File: src/design/dbrsf_pkg.sv
// ----------------------------------------------------------------------------
// dbrsf_pkg: shared types and constants of the doorbell receive filter
// Word layouts, action codes, the fixed device-ID table and its lookup.
// ----------------------------------------------------------------------------
`timescale 1ns / 1ps
`default_nettype none
package dbrsf_pkg;

  localparam int TABLE_SIZE   = 16;
  localparam int NODE_COUNT   = 16;
  localparam int SEARCH_LIMIT = (NODE_COUNT > TABLE_SIZE) ? TABLE_SIZE : NODE_COUNT;
  localparam int IDX_W        = $clog2(TABLE_SIZE);
  localparam int LOC_W        = IDX_W + 1;
  localparam int CODE_W       = 16;
  localparam int PROC_W       = 31;
  localparam int SEQ_W        = 64;
  localparam int CFG_ADDR_W   = 3;
  localparam int CFG_DATA_W   = 32;

  // Register index, taken from paddr[2]
  localparam logic REG_ACK_CODE  = 1'b0;
  localparam logic REG_DATA_CODE = 1'b1;

  localparam logic [CODE_W-1:0] ACK_CODE_RST  = 16'h0001;
  localparam logic [CODE_W-1:0] DATA_CODE_RST = 16'h0002;

  // Device IDs of locations 1..16
  localparam logic [CODE_W-1:0] DEV_TABLE [TABLE_SIZE] = '{
    16'h001e, 16'h001d, 16'h001c, 16'h001b, 16'h001a, 16'h0019, 16'h0018, 16'h0000,
    16'h0000, 16'h0012, 16'h0013, 16'h0014, 16'h000e, 16'h0015, 16'h0016, 16'h0017
  };

  typedef enum logic [2:0] {
    ACT_ACK_CLEARED = 3'd0,
    ACT_ACCEPTED    = 3'd1,
    ACT_STALE       = 3'd2,
    ACT_UNKNOWN_DB  = 3'd3,
    ACT_UNKNOWN_SRC = 3'd4,
    ACT_SEND_MARKED = 3'd5
  } action_t;

  typedef enum logic [1:0] {
    OP_REPORT   = 2'd0,
    OP_SET_BUSY = 2'd1,
    OP_CLR_BUSY = 2'd2,
    OP_DATA     = 2'd3
  } op_t;

  typedef struct packed {
    logic               opcode;
    logic [CODE_W-1:0]  source_id;
    logic [CODE_W-1:0]  doorbell_info;
    logic [PROC_W-1:0]  header_process;
    logic [SEQ_W-1:0]   header_sequence;
    logic [LOC_W-1:0]   send_location;
  } in_word_t;

  typedef struct packed {
    action_t                 action;
    logic [LOC_W-1:0]        source_location;
    logic                    reply_ack;
    logic [TABLE_SIZE-1:0]   busy_mask;
  } out_word_t;

  // Decoded item, carried from the lookup cycle to the update cycle
  typedef struct packed {
    op_t               op;
    action_t           action;
    logic [LOC_W-1:0]  loc;
    logic [IDX_W-1:0]  idx;
    logic [PROC_W-1:0] proc;
    logic [SEQ_W-1:0]  seq;
  } ctx_t;

  // One peer entry of the state RAM
  typedef struct packed {
    logic [PROC_W-1:0] proc;
    logic [SEQ_W-1:0]  seq;
  } entry_t;

  // Lowest matching location 1..SEARCH_LIMIT, 0 when none
  function automatic logic [LOC_W-1:0] find_location(input logic [CODE_W-1:0] id);
    logic [LOC_W-1:0] loc;
    loc = '0;
    for (int i = TABLE_SIZE - 1; i >= 0; i--) begin
      if (i < SEARCH_LIMIT && DEV_TABLE[i] == id) begin
        loc = LOC_W'(i + 1);
      end
    end
    return loc;
  endfunction

endpackage
`default_nettype wire

File: src/design/dbrsf_ram.sv
// ----------------------------------------------------------------------------
// dbrsf_ram: generic single-write, single-read RAM
// One write port, one read port with registered read data.
// ----------------------------------------------------------------------------
`timescale 1ns / 1ps
`default_nettype none
module dbrsf_ram #(
  parameter int WIDTH = 8,
  parameter int DEPTH = 16
) (
  input  wire logic                     clk,
  input  wire logic                     we,
  input  wire logic [$clog2(DEPTH)-1:0] waddr,
  input  wire logic [WIDTH-1:0]         wdata,
  input  wire logic [$clog2(DEPTH)-1:0] raddr,
  output logic      [WIDTH-1:0]         rdata
);

  logic [WIDTH-1:0] mem [DEPTH];

  always_ff @(posedge clk) begin
    if (we) begin
      mem[waddr] <= wdata;
    end
    rdata <= mem[raddr];
  end

endmodule
`default_nettype wire

File: src/design/dbrsf_decode.sv
// ----------------------------------------------------------------------------
// dbrsf_decode: classify an incoming word and look up its location
// Produces the operation, location and preliminary action of one item.
// ----------------------------------------------------------------------------
`timescale 1ns / 1ps
`default_nettype none
module dbrsf_decode
  import dbrsf_pkg::*;
(
  input  wire in_word_t          word,
  input  wire logic [CODE_W-1:0] ack_code,
  input  wire logic [CODE_W-1:0] data_code,
  output ctx_t                   ctx
);

  logic [LOC_W-1:0] found;
  logic [LOC_W-1:0] loc;

  assign found = find_location(word.source_id);

  always_comb begin
    loc        = '0;
    ctx.op     = OP_REPORT;
    ctx.action = ACT_UNKNOWN_SRC;
    if (word.opcode) begin
      if (word.send_location != '0 && word.send_location <= LOC_W'(SEARCH_LIMIT)) begin
        loc        = word.send_location;
        ctx.op     = OP_SET_BUSY;
        ctx.action = ACT_SEND_MARKED;
      end
    end else if (word.doorbell_info == ack_code) begin
      // equal codes resolve as acknowledge
      if (found != '0) begin
        loc        = found;
        ctx.op     = OP_CLR_BUSY;
        ctx.action = ACT_ACK_CLEARED;
      end
    end else if (word.doorbell_info == data_code) begin
      if (found != '0) begin
        loc        = found;
        ctx.op     = OP_DATA;
        ctx.action = ACT_ACCEPTED;
      end
    end else begin
      loc        = found;
      ctx.action = ACT_UNKNOWN_DB;
    end
    ctx.loc  = loc;
    ctx.idx  = IDX_W'(loc - LOC_W'(1));
    ctx.proc = word.header_process;
    ctx.seq  = word.header_sequence;
  end

endmodule
`default_nettype wire

File: src/design/dbrsf_update.sv
// ----------------------------------------------------------------------------
// dbrsf_update: modify one peer entry and the busy flags
// Applies process-ID tracking and the sequence check, forms the result word.
// ----------------------------------------------------------------------------
`timescale 1ns / 1ps
`default_nettype none
module dbrsf_update
  import dbrsf_pkg::*;
(
  input  wire ctx_t                  ctx,
  input  wire entry_t                rd_entry,
  input  wire logic                  entry_valid,
  input  wire logic [TABLE_SIZE-1:0] flags_in,
  output logic [TABLE_SIZE-1:0]      flags_out,
  output logic                       wr_en,
  output entry_t                     wr_entry,
  output out_word_t                  result
);

  entry_t                stored;
  logic [SEQ_W-1:0]      base_seq;
  logic [TABLE_SIZE-1:0] bit_sel;

  // entries never written read as all zero
  assign stored = entry_valid ? rd_entry : '0;

  always_comb begin
    bit_sel          = '0;
    bit_sel[ctx.idx] = 1'b1;
  end

  // a changed process ID restarts the sequence at zero
  assign base_seq = (stored.proc != '0 && stored.proc != ctx.proc) ? '0 : stored.seq;

  always_comb begin
    flags_out              = flags_in;
    wr_en                  = 1'b0;
    wr_entry               = stored;
    result.action          = ctx.action;
    result.source_location = ctx.loc;
    result.reply_ack       = 1'b0;
    case (ctx.op)
      OP_SET_BUSY: flags_out = flags_in | bit_sel;
      OP_CLR_BUSY: flags_out = flags_in & ~bit_sel;
      OP_DATA: begin
        wr_en            = 1'b1;
        wr_entry.proc    = ctx.proc;
        result.reply_ack = 1'b1;
        if (ctx.seq > base_seq) begin
          wr_entry.seq  = ctx.seq;
          result.action = ACT_ACCEPTED;
        end else begin
          wr_entry.seq  = base_seq;
          result.action = ACT_STALE;
        end
      end
      default: ;
    endcase
    result.busy_mask = flags_out;
  end

endmodule
`default_nettype wire

File: src/design/doorbell_receive_seq_filter_unit.sv
// ----------------------------------------------------------------------------
// doorbell_receive_seq_filter_unit: inbound doorbell filter top level
// Source lookup, per-peer process/sequence tracking and busy flags.
// ----------------------------------------------------------------------------
// Lookup then update: start is taken while busy is low, and the peer
// entry is read from the state RAM at that edge. busy then stays high for one
// cycle, in which the entry is modified; the write-back and the result word
// both land at the edge that ends it. out_strobe is high for exactly one cycle,
// the one right after busy, and the result must be taken at the edge that ends
// it, the second edge after the accepting one: there is no back-pressure.
// A new item may be started in the cycle the result is shown. The rate is set
// by the registered read data of the state RAM.
// No clearing pass is needed after reset: per-entry valid bits make unwritten
// peer entries read as zero. Write the doorbell codes only while idle.
// ----------------------------------------------------------------------------
`timescale 1ns / 1ps
`default_nettype none
module doorbell_receive_seq_filter_unit
  import dbrsf_pkg::*;
(
  input  wire logic                  clk,
  input  wire logic                  rst_n,
  // item channel
  input  wire logic                  start,
  output logic                       busy,
  input  wire in_word_t              in_word,
  // result channel
  output logic                       out_strobe,
  output out_word_t                  out_word,
  // configuration port
  input  wire logic                  psel,
  input  wire logic                  penable,
  input  wire logic                  pwrite,
  input  wire logic [CFG_ADDR_W-1:0] paddr,
  input  wire logic [CFG_DATA_W-1:0] pwdata,
  output logic      [CFG_DATA_W-1:0] prdata,
  output logic                       pready
);

  // configuration registers
  logic [CODE_W-1:0]     ack_code_r;
  logic [CODE_W-1:0]     ack_code_nxt;
  logic [CODE_W-1:0]     data_code_r;
  logic [CODE_W-1:0]     data_code_nxt;

  // control
  logic                  accept;
  logic                  busy_r;
  logic                  busy_nxt;
  logic                  out_strobe_r;
  logic                  out_strobe_nxt;
  logic [TABLE_SIZE-1:0] flags_r;
  logic [TABLE_SIZE-1:0] flags_nxt;
  logic [TABLE_SIZE-1:0] valid_r;
  logic [TABLE_SIZE-1:0] valid_nxt;

  // payload
  ctx_t                  dec_ctx;
  ctx_t                  ctx_r;
  out_word_t             out_word_r;
  entry_t                rd_entry;
  entry_t                wr_entry;
  logic                  upd_we;
  logic [TABLE_SIZE-1:0] upd_flags;
  out_word_t             upd_result;

  assign accept = start && !busy_r;

  // --------------------------------------------------------------------------
  // Configuration port: pready always high, write on the access cycle
  // --------------------------------------------------------------------------
  assign pready = 1'b1;

  always_comb begin
    ack_code_nxt  = ack_code_r;
    data_code_nxt = data_code_r;
    if (psel && penable && pwrite) begin
      unique case (paddr[2])
        REG_ACK_CODE:  ack_code_nxt  = pwdata[CODE_W-1:0];
        REG_DATA_CODE: data_code_nxt = pwdata[CODE_W-1:0];
      endcase
    end
  end

  always_comb begin
    prdata = '0;
    unique case (paddr[2])
      REG_ACK_CODE:  prdata[CODE_W-1:0] = ack_code_r;
      REG_DATA_CODE: prdata[CODE_W-1:0] = data_code_r;
    endcase
  end

  // --------------------------------------------------------------------------
  // Lookup cycle: decode the word and launch the peer entry read
  // --------------------------------------------------------------------------
  dbrsf_decode u_decode (
    .word      (in_word),
    .ack_code  (ack_code_r),
    .data_code (data_code_r),
    .ctx       (dec_ctx)
  );

  // The write of one item (update cycle) always lands before the read of the
  // next (its accept edge), so no forwarding path is required.
  dbrsf_ram #(
    .WIDTH ($bits(entry_t)),
    .DEPTH (TABLE_SIZE)
  ) u_peer_ram (
    .clk   (clk),
    .we    (busy_r && upd_we),
    .waddr (ctx_r.idx),
    .wdata (wr_entry),
    .raddr (dec_ctx.idx),
    .rdata (rd_entry)
  );

  // --------------------------------------------------------------------------
  // Update cycle: modify the entry, write back, form the result
  // --------------------------------------------------------------------------
  dbrsf_update u_update (
    .ctx         (ctx_r),
    .rd_entry    (rd_entry),
    .entry_valid (valid_r[ctx_r.idx]),
    .flags_in    (flags_r),
    .flags_out   (upd_flags),
    .wr_en       (upd_we),
    .wr_entry    (wr_entry),
    .result      (upd_result)
  );

  // busy covers exactly the cycle between accept and write-back
  assign busy_nxt       = accept;
  assign out_strobe_nxt = busy_r;
  assign flags_nxt      = busy_r ? upd_flags : flags_r;

  always_comb begin
    valid_nxt = valid_r;
    if (busy_r && upd_we) begin
      valid_nxt[ctx_r.idx] = 1'b1;
    end
  end

  always_ff @(posedge clk) begin
    if (!rst_n) begin
      busy_r       <= 1'b0;
      out_strobe_r <= 1'b0;
      flags_r      <= '0;
      valid_r      <= '0;
      ack_code_r   <= ACK_CODE_RST;
      data_code_r  <= DATA_CODE_RST;
    end else begin
      busy_r       <= busy_nxt;
      out_strobe_r <= out_strobe_nxt;
      flags_r      <= flags_nxt;
      valid_r      <= valid_nxt;
      ack_code_r   <= ack_code_nxt;
      data_code_r  <= data_code_nxt;
    end
  end

  // hold the decoded word and the result word between updates
  always_ff @(posedge clk) begin
    if (accept) begin
      ctx_r <= dec_ctx;
    end
    if (busy_r) begin
      out_word_r <= upd_result;
    end
  end

  assign busy       = busy_r;
  assign out_strobe = out_strobe_r;
  assign out_word   = out_word_r;

endmodule
`default_nettype wire

File: config.mk
export PLATFORM = sky130hd
export DESIGN_NAME = doorbell_receive_seq_filter_unit
export DESIGN_NICKNAME = d
export VERILOG_FILES = /design/src/design/dbrsf_pkg.sv /design/src/design/dbrsf_ram.sv /design/src/design/dbrsf_decode.sv /design/src/design/dbrsf_update.sv /design/src/design/doorbell_receive_seq_filter_unit.sv
export SDC_FILE = /design/constraint.sdc
export NUM_CORES = 2
export LEC_CHECK = 0
export BUFFER_PORTS_ARGS = -buffer_cell sky130_fd_sc_hd__buf_2
export CAP_MARGIN = 40
export CORE_UTILIZATION = 55
export DETAILED_ROUTE_END_ITERATION = 8
export PLACE_DENSITY_LB_ADDON = 0.15
export SYNTH_ARGS = -nofsm -noshare
export SYNTH_HDL_FRONTEND = slang
export SYNTH_SLANG_ARGS = --single-unit
File: constraint.sdc
create_clock -name clk -period 12.55 [get_ports clk]
set_clock_uncertainty 0.2 [all_clocks]
set_input_delay 2.51 -clock clk [delete_from_list [all_inputs] [get_ports clk]]
set_output_delay 2.51 -clock clk [all_outputs]
set_load 0.005 [all_outputs]
==> results.md <==
- Status: finished, final reports clean
- WP data required: 12.83 ns
- Max H-tree Level: 4
- Top FF cell, synth: edfxtp_1
- First-pass GRT wire length: 239 mm
- Worst Tran Pin Value: 1.05 ns
- Register bit total from synthesis: 1,815
- Max-cap viol count: 0
- Rows: 131
- Die Y: 361 µm
- Synth area leaders: edfxtp_1 70%, mux4_2 15%, dfxtp_1 4.5%
- Routed Antenna Nets: 0
- TritonCTS Buffers: 180
- Die Span X: 361 µm
- Final nets: 4,082
- HP Class: reg2reg
- Mapped Area: 0.0710 mm²
- Register area share after synthesis: 0.745
- Commonest non-fill, non-tap cells in the layout: 1,654 x edfxtp_1, 477 x mux4_2, 286 x nand2_1
- F_max: 105 MHz
- Share of cells above drive strength 1: 0.290
- Share of Yosys cell area claimed by the top area cell type: 0.700
- R2R depth: 21
- Post-CTS setup buffer count: 0
- Vias in the first global route: 36,700
- Final hold violations: 0
- Sw frac: 0.216
- Unrepaired setup endpoints after global routing: false
- CTS tree: built
- Final Setup Violations: 0
- # IOs: 234
- First-pass iteration count of the detailed router: 6
- Hold Path Sink: out_word[21]$_DFFE_PP_
- Total Neg Setup Slack: 0 ns
- Clk slew on worst S/H paths: 0.06 ns
- Clk network pwr share: 0.409
- Routability cong.: 0.822
- FFs w/ async S/R, synth: 0
- Yosys warns: 0
- Die area: 0.130 mm²
- Combinational Power Share: 0.070
- Min-delay src: ctx_r[103]$_DFFE_PP_
- Post_cts resized: 0
- Clock insertion delay at the later pin of the skew report: 0.81 ns
- I/O Buffers: 198
- R2R Setup Slk: 3.01 ns
- Pin count of the biggest net entering global routing: 173
- Worst r2r src: ctx_r[98]$_DFFE_PP_
- Leakage: 26.8 nW
- DR vias/cell: 6.23
- Post-synthesis instance total: 3,537
- Worst Setup End Kind: register
- CTS Buffer Depth: 3
- Reg power frac: 0.521
- Initial antenna violation count: 4
- DR WL/cell: 28.6 µm
- Syn avg cell area: 20.1 µm²
- Cts hold-fix bufs: 0
- Slew Viols, Final: 0
- Largest area contributor in the netlist: edfxtp_1
- Detailed-placement wirelength estimate: 82.0 mm
- Global route overflow: 0
- Critical setup path kind: reg2reg
- All-layer global routing usage: 0.252
- Critical path peak fanout: 59
- Period utilisation layout: 0.760
- Post-synth cell types: 64
- Crit path from: ctx_r[98]$_DFFE_PP_
- Final core utilization: 0.631
- CP startpoint kind: register
- Core footprint: 0.128 mm²
- Initial DRC Count: 3,614
- Int Pwr: 0.0104 W
- Maximum vdd drop: 0.125 mV
- Via count: 35,200
- Reg2reg end: u_peer_ram.mem[6][27]$_DFFE_PP_
- Switching pwr: 0.00285 W
- Drt total wl: 162 mm
- CTS root buf: clkbuf_16
- Slew HR: 0.302
- PD cells: 164 mW/mm²
- Post-synth EDFFs: 1,654
- Clock Sink Count: 1,815
- Starting Density: 0.555
- DR DRC count: 0
- Hold path depth: 0
- Commonest non-fill, non-tap cell in the layout: edfxtp_1
- Post-layout min period: 9.54 ns
- Area Overhead vs Synth: 13.6%
- Critical path data arrival time: 9.82 ns
==> state kept, by name, summed over array words and instances, names as in the netlist, 16 cells and up <==
signal	flops
ctx_r	109
u_peer_ram.rdata	95
flags_r	16
u_peer_ram.mem	1520
valid_r	16
out_word	25
data_code_r	16
ack_code_r	16
==> worst max-delay path, stage by stage, from the launching register on <==
cell and delay (ns):
edfxtp_1 0.68, mux4_2 0.31, a2bb2oi_1 0.47, a32o_4 0.87
nand2_1 0.12, a22oi_1 0.58, nand4_1 0.26, o21ai_4 0.55
buf_4 0.61, nand3_1 0.16, ha_1 0.37, nand4_1 0.14
or4_4 0.61, or4_1 0.54, o22ai_1 0.39, a2111o_2 0.25
a21oi_1 0.11, a311oi_4 0.28, buf_4 0.50, buf_4 0.48
buf_12 0.29, o21ai_2 0.24
==> through the flow <==
stage	hold slack, ns	setup slack, ns	instance area, µm²	cells	power (W)
final	0.222	3.01	80700	5659	0.0132
after detailed placement	0.210	2.95	74600	5318	0.00793
after floorplan	0.200	4.49	71000	3552	0.00762
after CTS	0.225	2.87	80700	5657	0.0133
after global placement	0.212	2.85	74000	5279	0.00788
after global routing	0.238	2.63	80700	5659	0.0136
==> metal layers <==
layer	vias up	share of wire	track usage
li1	15000	-	-
met2	1372	0.51	0.425
met3	235	0.069	0.0439
met5	-	0.00016	0
met4	4	0.020	0.0657
met1	18600	0.40	0.342
==> kinds of logic (layout without fill, tap and decap cells) <==
logic type,count (synthesis),in the layout,share of synthesized area
AND/OR/NAND/NOR,569,569,0.0357
adder cells (fa/ha/maj),69,69,0.0122
XOR/XNOR,48,48,0.00592
multiplexers,513,513,0.157
AO/OA/AOI/OAI,290,290,0.0290
flip-flops,1815,1815,0.745
other,2,18,0.000106
buffers and inverters,231,675,0.0152
==> worst max path at each step <==
stage                                  endpoint  slack, ns  depth (start not counted)
4_1_cts        u_peer_ram.mem[15][62]$_DFFE_PP_       2.87                         21
6_report        u_peer_ram.mem[6][27]$_DFFE_PP_       3.01                         21
2_1_floorplan                ctx_r[0]$_DFFE_PP_       4.49                          1
5_1_grt        u_peer_ram.mem[15][62]$_DFFE_PP_       2.63                         21
3_5_place_dp    u_peer_ram.mem[2][62]$_DFFE_PP_       2.95                         21
3_3_place_gp    u_peer_ram.mem[6][62]$_DFFE_PP_       2.85                         20
==> cell usage after synthesis (all sizes together), types with 14 or more instances <==
cell	instances
edfxtp	1654
nand3	93
xnor2	14
xor2	34
a21oi	43
clkbuf	107
a21boi	33
mux4	477
nand4	18
inv	32
o21a	21
o21ai	122
mux2i	20
mux2	16
nand2	286
dfxtp	161
buf	92
nor4	17
ha	69
nor2	87
nor2b	25
==> power by group through the flow <==
stage               sequential, W  combinational [W]  clock (W)
floorplan                 0.00698           0.000638          0
global placement          0.00701           0.000873          0
detailed placement        0.00701           0.000924          0
CTS                       0.00689           0.000931    0.00549
global route              0.00689            0.00100    0.00571
finish                    0.00689           0.000922    0.00541
==> final cells by class <==
type / count / area (µm²)
diodes: 1 / 2.50
clock buffers: 257 / 5150
clock inverters: 82 / 880
fillers: 8677 / 47200
inverters: 32 / 135
multi-input cells: 1506 / 17300
flip-flops and latches: 1815 / 52900
well taps: 1662 / 2080
repair buffers: 304 / 2260
(Power assumes the default switching activity.)
